<file path="src/glpf_pkg.sv">
// ----------------------------------------------------------------------------
// glpf_pkg
// shared sizes, types and register codes of the grid local peak finder
// ----------------------------------------------------------------------------
package glpf_pkg;

    localparam int MAX_ROWS    = 32;
    localparam int MAX_COLS    = 32;
    localparam int PIXEL_WIDTH = 16;

    localparam int ROW_W     = $clog2(MAX_ROWS);
    localparam int COL_W     = $clog2(MAX_COLS);
    localparam int CFG_W     = 6;
    localparam int CFG_IDX_W = 2;

    typedef logic signed [PIXEL_WIDTH-1:0] t_pixel;
    typedef logic [ROW_W-1:0]              t_row;
    typedef logic [COL_W-1:0]              t_col;
    typedef logic [MAX_COLS-1:0]           t_col_mask;
    typedef logic [CFG_W-1:0]              t_cfg;

    typedef enum logic [CFG_IDX_W-1:0] {
        CFG_FRAME_ROWS = 0,
        CFG_FRAME_COLS = 1
    } t_cfg_idx;

    // one line store entry: the row above and the row above that
    typedef struct packed {
        t_pixel up;
        t_pixel upup;
    } t_line_entry;

    // zero acts as one, anything above the limit acts as the limit
    function automatic logic [31:0] size_lim(t_cfg raw, int unsigned lim);
        logic [31:0] v;
        v = 32'(raw);
        if (v == 32'd0) begin
            return 32'd1;
        end
        if (v > lim) begin
            return lim;
        end
        return v;
    endfunction

endpackage

</file>
<file path="src/glpf_ram.sv">
// ----------------------------------------------------------------------------
// glpf_ram
// generic single write port, single read port ram with registered read
// ----------------------------------------------------------------------------
module glpf_ram #(
    parameter int WIDTH = 8,
    parameter int DEPTH = 16
) (
    input  logic                     i_clk,
    input  logic                     i_wr_en,
    input  logic [$clog2(DEPTH)-1:0] i_wr_addr,
    input  logic [WIDTH-1:0]         i_wr_data,
    input  logic                     i_rd_en,
    input  logic [$clog2(DEPTH)-1:0] i_rd_addr,
    output logic [WIDTH-1:0]         o_rd_data
);

    logic [WIDTH-1:0] r_mem [DEPTH];
    logic [WIDTH-1:0] r_rd_data;

    always_ff @(posedge i_clk) begin
        if (i_wr_en) begin
            r_mem[i_wr_addr] <= i_wr_data;
        end
        if (i_rd_en) begin
            r_rd_data <= r_mem[i_rd_addr];
        end
    end

    assign o_rd_data = r_rd_data;

endmodule

</file>
<file path="src/grid_local_peak_finder_top.sv">
// ----------------------------------------------------------------------------
// grid_local_peak_finder_top
// 4-neighbour local maxima over a streamed frame of signed pixels
// ----------------------------------------------------------------------------
// Pixels arrive in raster order, one per cycle unless o_pixel_stall is high,
// and every pixel that is greater than or equal to its orthogonal neighbours
// inside the frame is reported by row and column in raster order. A pixel
// above the final row is decided in the decision stage, loaded when the pixel
// below it is taken. One line store ram, an entry per column holding the two
// rows above, is read one column ahead and written back on every pixel, which
// sets the rate of one pixel per cycle. Peaks of the final row are kept as a
// column mask; after a frame's last pixel the input stalls while the mask is
// flushed, lowest column first. Writing either size register restarts the frame.
module grid_local_peak_finder_top (
    input  logic                                i_clk,
    input  logic                                i_rst_n,
    input  logic                                i_pixel_valid,
    output logic                                o_pixel_stall,
    input  logic signed [glpf_pkg::PIXEL_WIDTH-1:0] i_pixel_value,
    output logic                                o_peak_valid,
    input  logic                                i_peak_stall,
    output logic [glpf_pkg::ROW_W-1:0]          o_peak_row,
    output logic [glpf_pkg::COL_W-1:0]          o_peak_col,
    output logic                                o_run_last,
    input  logic                                i_cfg_valid,
    output logic                                o_cfg_ready,
    input  logic [glpf_pkg::CFG_IDX_W-1:0]      i_cfg_index,
    input  logic [glpf_pkg::CFG_W-1:0]          i_cfg_data
);

    // configuration
    glpf_pkg::t_cfg r_cfg_rows, r_cfg_cols, n_cfg_rows, n_cfg_cols;
    logic [31:0]    rows_lim, cols_lim;
    glpf_pkg::t_row last_row;
    glpf_pkg::t_col last_col;

    // frame position and control
    glpf_pkg::t_row      r_row, n_row;
    glpf_pkg::t_col      r_col, n_col;
    glpf_pkg::t_col      nxt_col;
    logic                r_s_valid, n_s_valid;
    glpf_pkg::t_col_mask r_flags, n_flags;
    logic                r_flushing, n_flushing;
    logic                r_out_valid, n_out_valid;
    logic                r_fwd, n_fwd;

    // output payload
    glpf_pkg::t_row r_out_row, n_out_row;
    glpf_pkg::t_col r_out_col, n_out_col;
    logic           r_out_last, n_out_last;

    // line store access
    glpf_pkg::t_line_entry ram_rd, rd_eff, wr_data, r_fwd_data;

    // pixel history and decision stage
    glpf_pkg::t_pixel r_up_hold, r_prev0, r_prev1;
    glpf_pkg::t_pixel r_s_x, r_s_up, r_s_upup, r_s_upl, r_s_prev0, r_s_prev1;
    glpf_pkg::t_row   r_s_row;
    glpf_pkg::t_col   r_s_col;
    glpf_pkg::t_pixel right_px;

    logic in_acc, cfg_wr, cfg_hit, out_free;
    logic s_r1, s_r2, s_c1, s_c2, s_lr, s_lc, s_flush, s_done;
    logic above_ok, left_ok, self_ok;
    glpf_pkg::t_col_mask bit_cur, mask_new, fl_low, fl_rest;
    glpf_pkg::t_col      fl_idx;

    always_comb begin
        rows_lim = glpf_pkg::size_lim(r_cfg_rows, glpf_pkg::MAX_ROWS);
        cols_lim = glpf_pkg::size_lim(r_cfg_cols, glpf_pkg::MAX_COLS);
        last_row = glpf_pkg::t_row'(rows_lim - 32'd1);
        last_col = glpf_pkg::t_col'(cols_lim - 32'd1);
    end

    // handshakes
    assign out_free      = !r_out_valid || !i_peak_stall;
    assign o_pixel_stall = r_flushing || (r_s_valid && (s_flush || !s_done));
    assign in_acc        = i_pixel_valid && !o_pixel_stall;
    assign o_cfg_ready   = !r_s_valid && !r_flushing;
    assign cfg_wr        = i_cfg_valid && o_cfg_ready;
    assign cfg_hit       = (i_cfg_index == glpf_pkg::CFG_FRAME_ROWS) ||
                           (i_cfg_index == glpf_pkg::CFG_FRAME_COLS);

    assign o_peak_valid = r_out_valid;
    assign o_peak_row   = r_out_row;
    assign o_peak_col   = r_out_col;
    assign o_run_last   = r_out_last;

    // line store, read one column ahead
    assign nxt_col = (r_col == last_col) ? '0 : r_col + glpf_pkg::t_col'(1);
    assign rd_eff  = r_fwd ? r_fwd_data : ram_rd;
    assign wr_data = '{up: i_pixel_value, upup: rd_eff.up};

    glpf_ram #(
        .WIDTH(2 * glpf_pkg::PIXEL_WIDTH),
        .DEPTH(glpf_pkg::MAX_COLS)
    ) u_line_store (
        .i_clk     (i_clk),
        .i_wr_en   (in_acc),
        .i_wr_addr (r_col),
        .i_wr_data (wr_data),
        .i_rd_en   (in_acc),
        .i_rd_addr (nxt_col),
        .o_rd_data (ram_rd)
    );

    // decision stage
    assign right_px = rd_eff.up;
    assign s_r1     = r_s_row != '0;
    assign s_r2     = r_s_row > glpf_pkg::t_row'(1);
    assign s_c1     = r_s_col != '0;
    assign s_c2     = r_s_col > glpf_pkg::t_col'(1);
    assign s_lr     = r_s_row == last_row;
    assign s_lc     = r_s_col == last_col;
    assign s_flush  = s_lr && s_lc;

    assign above_ok = s_r1 && (r_s_up >= r_s_x) &&
                      (!s_r2 || (r_s_up >= r_s_upup)) &&
                      (!s_c1 || (r_s_up >= r_s_upl)) &&
                      (s_lc || (r_s_up >= right_px));
    assign left_ok  = s_lr && s_c1 && (r_s_prev0 >= r_s_x) &&
                      (!s_c2 || (r_s_prev0 >= r_s_prev1)) &&
                      (!s_r1 || (r_s_prev0 >= r_s_upl));
    assign self_ok  = s_flush && (!s_c1 || (r_s_x >= r_s_prev0)) &&
                      (!s_r1 || (r_s_x >= r_s_up));

    assign bit_cur  = glpf_pkg::t_col_mask'(1) << r_s_col;
    assign mask_new = r_flags | (left_ok ? (bit_cur >> 1) : '0) |
                      (self_ok ? bit_cur : '0);
    assign s_done   = !above_ok || out_free;

    // final row flush, lowest column first
    assign fl_low  = r_flags & (~r_flags + glpf_pkg::t_col_mask'(1));
    assign fl_rest = r_flags & (r_flags - glpf_pkg::t_col_mask'(1));

    always_comb begin
        fl_idx = '0;
        for (int k = 0; k < glpf_pkg::MAX_COLS; k++) begin
            if (fl_low[k]) begin
                fl_idx = fl_idx | glpf_pkg::t_col'(k);
            end
        end
    end

    always_comb begin
        n_cfg_rows  = r_cfg_rows;
        n_cfg_cols  = r_cfg_cols;
        n_row       = r_row;
        n_col       = r_col;
        n_s_valid   = r_s_valid;
        n_flags     = r_flags;
        n_flushing  = r_flushing;
        n_out_valid = r_out_valid && i_peak_stall;
        n_fwd       = r_fwd;
        n_out_row   = r_out_row;
        n_out_col   = r_out_col;
        n_out_last  = r_out_last;

        if (r_s_valid && s_done) begin
            n_s_valid  = 1'b0;
            n_flags    = mask_new;
            n_flushing = s_flush && (mask_new != '0);
            if (above_ok) begin
                n_out_valid = 1'b1;
                n_out_row   = r_s_row - glpf_pkg::t_row'(1);
                n_out_col   = r_s_col;
                n_out_last  = !(s_flush && (mask_new != '0));
            end
        end

        if (r_flushing && out_free) begin
            n_out_valid = 1'b1;
            n_out_row   = last_row;
            n_out_col   = fl_idx;
            n_out_last  = fl_rest == '0;
            n_flags     = fl_rest;
            n_flushing  = fl_rest != '0;
        end

        if (in_acc) begin
            n_s_valid = 1'b1;
            n_fwd     = nxt_col == r_col;
            n_col     = nxt_col;
            if (r_col == last_col) begin
                n_row = (r_row == last_row) ? '0 : r_row + glpf_pkg::t_row'(1);
            end
        end

        if (cfg_wr && cfg_hit) begin
            if (i_cfg_index == glpf_pkg::CFG_FRAME_ROWS) begin
                n_cfg_rows = i_cfg_data;
            end else begin
                n_cfg_cols = i_cfg_data;
            end
            n_row      = '0;
            n_col      = '0;
            n_flags    = '0;
            n_flushing = 1'b0;
        end
    end

    always_ff @(posedge i_clk) begin
        if (!i_rst_n) begin
            r_cfg_rows  <= glpf_pkg::t_cfg'(glpf_pkg::MAX_ROWS);
            r_cfg_cols  <= glpf_pkg::t_cfg'(glpf_pkg::MAX_COLS);
            r_row       <= '0;
            r_col       <= '0;
            r_s_valid   <= 1'b0;
            r_flags     <= '0;
            r_flushing  <= 1'b0;
            r_out_valid <= 1'b0;
            r_fwd       <= 1'b0;
        end else begin
            r_cfg_rows  <= n_cfg_rows;
            r_cfg_cols  <= n_cfg_cols;
            r_row       <= n_row;
            r_col       <= n_col;
            r_s_valid   <= n_s_valid;
            r_flags     <= n_flags;
            r_flushing  <= n_flushing;
            r_out_valid <= n_out_valid;
            r_fwd       <= n_fwd;
        end
    end

    always_ff @(posedge i_clk) begin
        r_out_row  <= n_out_row;
        r_out_col  <= n_out_col;
        r_out_last <= n_out_last;
        if (in_acc) begin
            r_fwd_data <= wr_data;
            r_s_x      <= i_pixel_value;
            r_s_row    <= r_row;
            r_s_col    <= r_col;
            r_s_up     <= rd_eff.up;
            r_s_upup   <= rd_eff.upup;
            r_s_upl    <= r_up_hold;
            r_up_hold  <= rd_eff.up;
            r_s_prev0  <= r_prev0;
            r_s_prev1  <= r_prev1;
            r_prev1    <= r_prev0;
            r_prev0    <= i_pixel_value;
        end
    end

endmodule
</file>
<file path="config.mk">
export PLATFORM = sky130hd
export DESIGN_NAME = grid_local_peak_finder_top
export DESIGN_NICKNAME = d
export VERILOG_FILES = /design/src/glpf_pkg.sv /design/src/glpf_ram.sv /design/src/grid_local_peak_finder_top.sv
export SDC_FILE = /design/constraint.sdc
export NUM_CORES = 2
export LEC_CHECK = 0
export BUFFER_PORTS_ARGS = -buffer_cell sky130_fd_sc_hd__buf_2
export CAP_MARGIN = 20
export CORE_ASPECT_RATIO = 0.5
export CORE_MARGIN = 4
export CORE_UTILIZATION = 45
export CTS_CLUSTER_DIAMETER = 200
export DETAILED_ROUTE_END_ITERATION = 8
export HOLD_SLACK_MARGIN = 0.15
export PLACE_DENSITY_LB_ADDON = 0.12
export SKIP_CTS_REPAIR_TIMING = 1
export SLEW_MARGIN = 20
export SYNTH_ARGS = -nofsm -noshare
export SYNTH_HDL_FRONTEND = slang
export SYNTH_SLANG_ARGS = --single-unit
</file>
<file path="constraint.sdc">
create_clock -name i_clk -period 17.65 [get_ports i_clk]
set_clock_uncertainty 0.1 [all_clocks]
set_input_delay 0.8825 -clock i_clk [delete_from_list [all_inputs] [get_ports i_clk]]
set_output_delay 0.8825 -clock i_clk [all_outputs]
set_load 0.02 [all_outputs]
</file>
# After elaboration in Yosys (flattened, before gate mapping)
# Memories as Yosys holds them, arrays and structs flattened. A register that Yosys moved wholly into a read port is not among the register bits.
# Index checks and enable logic that the tools add are counted.
[word_totals] elab_cells=201 reg_bits=175 ram_bits=1024 mem_count=1
[mem_list] memory="u_line_store.r_mem" depth=32 word_bits=32 rd=1 rd_clocked_by_memory_dff=1 write_ports=1 line_no="glpf_ram.sv:18" text="logic [WIDTH-1:0] r_mem [DEPTH];"
[classes] add_sub_neg=7 muxes=84 n_lt_le_gt_ge=13 n_eq_ne=9 n_reduce_logical=60 shift=1 n_bitwise=6
[op_table] op="5-bit two-way mux" count=40
[op_table] op="16-bit greater-or-equal comparator" count=9
[op_table] op="32-bit two-way mux" count=4
[op_table] op="32-bit bitwise AND" count=2
[op_table] op="32-bit nonzero test" count=2
[op_table] op="32-bit by 1-bit adder with 32-bit output (second input constant)" count=1
[op_table] op="32-bit logical NOT" count=1
[op_table] op="4-bit two-way mux" count=8
[op_table] op="32-bit inverter" count=1
[op_table] op="32-bit by 31-bit bitwise OR with 32-bit output" count=1
[op_table] op="32-bit bitwise OR" count=1
[op_table] op="1-bit by 5-bit left shift with 32-bit output (first input constant)" count=1
[op_table] op="32-bit by 1-bit subtractor with 32-bit output (second input constant)" count=1
[op_table] op="31-bit two-way mux" count=1
[op_table] op="5-bit == test" count=5
[op_table] op="6-bit two-way mux" count=4
[op_table] op="1-bit two-way mux" count=21
[op_table] op="1-bit logical AND" count=20
[op_table] op="5-bit by 1-bit subtractor with 5-bit output (second input constant)" count=3
[op_table] op="6-bit > comparator (second input constant)" count=2
[op_table] op="1-bit logical NOT" count=12
[op_table] op="6-bit logical NOT" count=2
[op_table] op="1-bit logical OR" count=12
[op_table] op="3-bit two-way mux" count=4
[op_table] op="other kinds (12)" count=22

# Logic depth before layout (Yosys ltp)
[depth] word_depth=35 depth_mapped=16 depth_no_buf=14

# Hierarchy
# From an unflattened synthesis, not the netlist that was laid out.
[hier_totals] cells_unflattened=3408 area_unflattened_um2=52061.2
[modules_own_cells] module="glpf_ram" seq_area_each_um2=31710.4 n_inst=1 cells_per_inst=2260 area_each_um2=40805.4
[modules_own_cells] module="grid_local_peak_finder_top" seq_area_each_um2=4674.5 n_inst=1 cells_per_inst=1148 area_each_um2=11255.8

# Worst setup path after synthesis
# OpenSTA, ideal clock, no wires.
[synth_timing] path_type="register to register" start="reg r_fwd" end="mem u_line_store.r_mem[13][0] (netlist name) (enable)" slack_ns=10.375 arrival_ns=6.753 setup_time_ns=0.421 path_stages_with_launch=17 synth_period_minus_slack_ns=7.275 required_time_ns=17.129 path_cell_list="dfxtp_1 -> clkbuf_1 -> buf_1 -> mux2i_1 -> ha_1 -> a21o_1 -> a21o_1 -> a21oi_1 -> nor2_1 -> nor3_1 -> mux2i_1 -> a22oi_1 -> a21o_1 -> a21oi_1 -> buf_2 -> nand2_1 -> nor2_1"
[synth_via] elab_chain_len=14
[synth_rtl] item="start: declaration" line_no="grid_local_peak_finder_top.sv:45" text="logic r_fwd, n_fwd;"
[synth_rtl] item="start signal: assignment" line_no="grid_local_peak_finder_top.sv:222" text="r_fwd <= n_fwd;"
[synth_rtl] item="32-bit two-way mux" line_no="grid_local_peak_finder_top.sv:91" text="assign rd_eff = r_fwd ? r_fwd_data : ram_rd;"
[synth_rtl] item="16-bit greater-or-equal comparator" line_no="grid_local_peak_finder_top.sv:120" text="(s_lc || (r_s_up >= right_px));"
[synth_rtl] item="1-bit logical OR" line_no="grid_local_peak_finder_top.sv:120"
[synth_rtl] item="1-bit logical AND" line_no="grid_local_peak_finder_top.sv:119" text="(!s_c1 || (r_s_up >= r_s_upl)) &&"
[synth_rtl] item="1-bit logical NOT" line_no="grid_local_peak_finder_top.sv:130" text="assign s_done = !above_ok || out_free;"
[synth_rtl] item="1-bit logical OR" line_no="grid_local_peak_finder_top.sv:130"
[synth_rtl] item="1-bit logical NOT" line_no="grid_local_peak_finder_top.sv:77" text="assign o_pixel_stall = r_flushing || (r_s_valid && (s_flush || !s_done));"
[synth_rtl] item="1-bit logical OR" line_no="grid_local_peak_finder_top.sv:77"
[synth_rtl] item="1-bit logical AND" line_no="grid_local_peak_finder_top.sv:77"
[synth_rtl] item="1-bit logical OR" line_no="grid_local_peak_finder_top.sv:77"
[synth_rtl] item="1-bit logical NOT" line_no="grid_local_peak_finder_top.sv:78" text="assign in_acc = i_pixel_valid && !o_pixel_stall;"
[synth_rtl] item="1-bit logical AND" line_no="grid_local_peak_finder_top.sv:78"
[synth_rtl] item="net in_acc" line_no="grid_local_peak_finder_top.sv:62" text="logic in_acc, cfg_wr, cfg_hit, out_free;"
[synth_rtl] item="1-bit two-way mux" line_no="glpf_ram.sv:22" text="if (i_wr_en) begin"
[synth_rtl] item="1-bit two-way mux (not written as such)" line_no="glpf_ram.sv:23" text="r_mem[i_wr_addr] <= i_wr_data;"
[synth_rtl] item="end: declaration" line_no="glpf_ram.sv:18"
# The timed path passes the listed nets, and every way through them passes these cells.

==> flow_summary.rst <==
.. list-table::
   :header-rows: 1

   * - Metric
     - Value
   * - Outcome
     - finished clean
   * - Drc violations
     - 0
   * - Area share of the largest cell type after synthesis
     - between 60% and 70%
   * - Sum of negative setup slack
     - 0 ns
   * - Class of the most critical setup path
     - reg2reg
   * - Wire length of the first global-routing pass
     - between 200 and 250 mm
   * - Number of non-filler instances in the completed layout
     - 5,179
   * - Syn Area/Cell
     - about 14 sq um
   * - Worst rel slew slack
     - 21.7%
   * - Detailed-router iteration count before antenna repair
     - 5
   * - Post-layout net count
     - 3,723
   * - Grt total ovfl
     - 0
   * - Post-synth top cells
     - 1,173 x edfxtp_1, 318 x nand2_1, 194 x clkbuf_1, 171 x o21ai_0, 138 x a31oi_1
   * - Top Ports
     - 43
   * - Buf+Inv Stages, Crit Path
     - 1
   * - TritonCTS clock tree
     - built
   * - Met2 WL post-DR
     - 60.2 mm
   * - Routed length per placed instance
     - 26.6 microns
   * - Number of enable flip-flop cells after synthesis
     - approximately 1,200
   * - Die Width
     - 488 microns
   * - Number of unique standard cell types used by synthesis
     - 85
   * - Placed wire-length estimate after detailed placement
     - just over 80 mm
   * - Root Driver
     - clkbuf_16
   * - Die footprint
     - roughly 120,000 sq um
   * - Placeable Area
     - 114,000 sq um
   * - Fillers
     - 9,562
   * - Critical Path AT
     - 6.32 ns
   * - CTS Buf Count
     - approximately 110
   * - Summed instance area of the synthesized netlist
     - 51,900 sq um
   * - IR drop worst, VDD
     - roughly 0.079 mV
   * - Metal1 wirelength
     - 65.2 mm
   * - Post-route total power
     - between 6 and 7 mW
   * - Total power per unit cell area
     - 106 nW/um^2
   * - LEAKAGE
     - 18.6 nW
   * - Maxcap violations
     - 0
   * - Number of sinks on the clock net
     - 1,231
   * - Level count of the clock H-tree
     - 3
   * - Max Clk Rate
     - 166 MHz
   * - Routed wire length on met3
     - 10.3 mm
   * - Worst min-delay path category
     - in2reg
   * - Largest area contributor in the netlist
     - edfxtp_1
   * - Net Count, Synth
     - approximately 3,700
   * - Fraction of layout cells with a size suffix above 1
     - about an eighth
   * - Register area share after synthesis
     - a little over two thirds
   * - Kind of cell with the highest combined delay on the critical path
     - simple AND/OR/NAND/NOR gates
   * - Aggregate global-route resource usage
     - 22.6%
   * - Die Span Y
     - 248 microns
   * - Total via count in the routed design
     - 31,300
   * - Ordered cell list for the critical path
     - mux2_2 > ha_1 > nor2b_1 > o21a_1 > o21ai_0 > a211oi_1 > nor3_1 > mux2i_1 > a22oi_1 > a21o_1 > a21oi_4 > nand2_1 > nor2_4 > buf_4
   * - Buffers on Ports
     - 42
   * - Antenna violations before repair
     - 8
   * - Seq cells post-synth
     - 1,231
   * - Vias per cell
     - 6.05
   * - Vias in the first global route
     - 30,000
   * - Number of nets still failing antenna checks after routing
     - 0
   * - DRC marker count from the first detailed-route iteration
     - 3,598
   * - Warnings from Yosys
     - 0
   * - Clock Latency Late Sink
     - roughly 0.74 ns
   * - Biggest area contributors in the synthesized netlist
     - edfxtp_1 68%, ha_1 2.9%, mux4_2 2.8%, nand2_1 2.3%, o221ai_1 2.3%
   * - Type of element capturing the critical path
     - flop
   * - Row cnt
     - 87
   * - Final hold vios
     - 0
   * - Largest net degree at the start of global routing
     - 198
   * - Effective utilization at floorplan
     - a little under half
   * - Slowest Stage Delay on Critical Path
     - approximately 0.95 ns
   * - Synthesis-to-finish area growth
     - 10.7%
   * - Required time of the worst setup path
     - 17.96 ns
   * - Dominant synthesized flop cell
     - edfxtp_1
   * - Highest Signal Layer
     - met4
   * - Max Transition Viols Final
     - 0
   * - Transition time of the tightest slew-check pin
     - 1.17 ns
   * - Final critical-path required period
     - roughly 6.0 ns
   * - Ys async rst share
     - 0%
   * - Routed Wire Length
     - 138 mm
   * - Number of instances in the placed design
     - between 4,000 and 5,000
   * - Cells after synthesis
     - between 3,000 and 4,000
   * - Worst setup SP type
     - flop
   * - Dominant cell by count in the synthesized netlist
     - edfxtp_1
   * - Unrepaired setup endpoints after global routing
     - no
   * - Post-route clock period utilization
     - 34.1%
   * - Clock transition at the register clock pins on the worst setup and hold paths after CTS
     - 0.06 ns
   * - Clock buffer depth
     - 3
   * - Finish-stage setup viols
     - 0
   * - Cell with the biggest individual delay on the critical path
     - dfxtp_2
   * - Gp weighted congestion
     - 0.834
   * - Crit Path Max Fanout
     - 34
report_power, final:
| group | leakage (nW) | switching, mW | internal, mW | total [mW] |
|---|---|---|---|---|
| clock network | 1.62 | 1.08 | 1.21 | 2.29 |
| registers | 11.2 | 0.0322 | 3.27 | 3.30 |
| logic | 5.87 | 0.343 | 0.160 | 0.503 |
| total | 18.6 | 1.45 | 4.64 | 6.09 |
per-layer routing:
layer / global-route usage, % / vias to the layer above
met1: 35.1 / 16000
met4: 4.38 / 0
li1: - / 14100
met2: 33.4 / 1067
met3: 4.15 / 153
met5: 0 / -
state kept, by name, indices dropped and copies added, names as in the netlist, 6 cells and up:
name                    count
r_s_prev0                  16
r_s_prev1                  16
r_s_x                      16
u_line_store.o_rd_data     32
r_s_upl                    16
u_line_store.r_mem       1024
r_cfg_rows                  6
r_s_upup                   16
r_s_up                     16
r_cfg_cols                  6
r_flags                    32
layout by cell type, fill, tap and decap left out, types with 10 or more instances in the layout:
cell type,n
a21oi_1,89
nand2_1,318
clkinv_2,12
a211oi_1,134
dfxtp_1,56
nor4_1,22
a31oi_1,138
nor2_4,36
edfxtp_1,1173
mux2i_1,40
and2_1,104
clkbuf_16,109
and2_0,32
nand3_1,32
inv_1,121
o21ai_0,171
buf_2,42
nor3_1,31
buf_4,63
o22ai_1,131
ha_1,121
xnor2_1,17
nor2b_1,33
nand4_1,29
o221ai_1,134
a21o_1,24
mux4_2,64
clkbuf_1,27
clkinv_1,38
nor2_1,74
or3_1,10
mux2_2,51
worst paths after layout:
path	start	to	slack, ns	cells past startpoint
worst max-delay path	r_fwd$_SDFFE_PN0P_	u_line_store.r_mem[24][24]$_DFFE_PP_	11.63	14
worst min-delay path	i_cfg_data[5]	r_cfg_cols[5]$_SDFFE_PN1P_	0.31	3
worst max register to register	r_fwd$_SDFFE_PN0P_	u_line_store.r_mem[24][24]$_DFFE_PP_	11.63	14
worst min register to register	r_row[3]$_SDFFE_PP0P_	r_s_row[3]$_DFFE_PP_	0.39	0
kinds of logic (layout without fill, tap and decap cells):
family	after synthesis	after routing	share of synthesized area (%)
buffers and inverters	356	441	2.65
XOR/XNOR	27	27	0.482
other	0	2	0
multiplexers	156	156	4.68
AND/OR/NAND/NOR	770	770	7.23
flip-flops	1231	1231	70.1
AO/OA/AOI/OAI	912	912	11.8
adder cells (fa/ha/maj)	127	127	3.03
tightest hold or removal path: cells and delay by family:
family        cells  cell delay, ns
simple gates      1            0.06
buf+inv           1            0.10
mux               1            0.06
per-stage QoR:
step	cell area (sq um)	hold slack, ns	utilization [%]	setup slack, ns
after floorplan	51900	0.322	-	10.38
after global placement	53900	0.354	47.5	11.62
after detailed placement	54000	0.359	47.6	11.57
after CTS	57300	0.263	50.5	11.54
after global routing	57400	0.309	50.6	11.17
final	57400	0.306	50.6	11.63
cell type report:
type | count | area, sq um | area share [%]
Sequential cell | 1231 | 36400 | 63.4
Multi-Input combinational cell | 1992 | 14400 | 25.1
Tap cell | 1513 | 1890 | 3.30
Clock inverter | 65 | 512 | 0.891
Clock buffer | 136 | 2830 | 4.93
Inverter | 123 | 462 | 0.804
Timing Repair Buffer | 117 | 931 | 1.62
Antenna cell | 2 | 5.00 | 0.00871
Power figures use the tool's default switching activity.
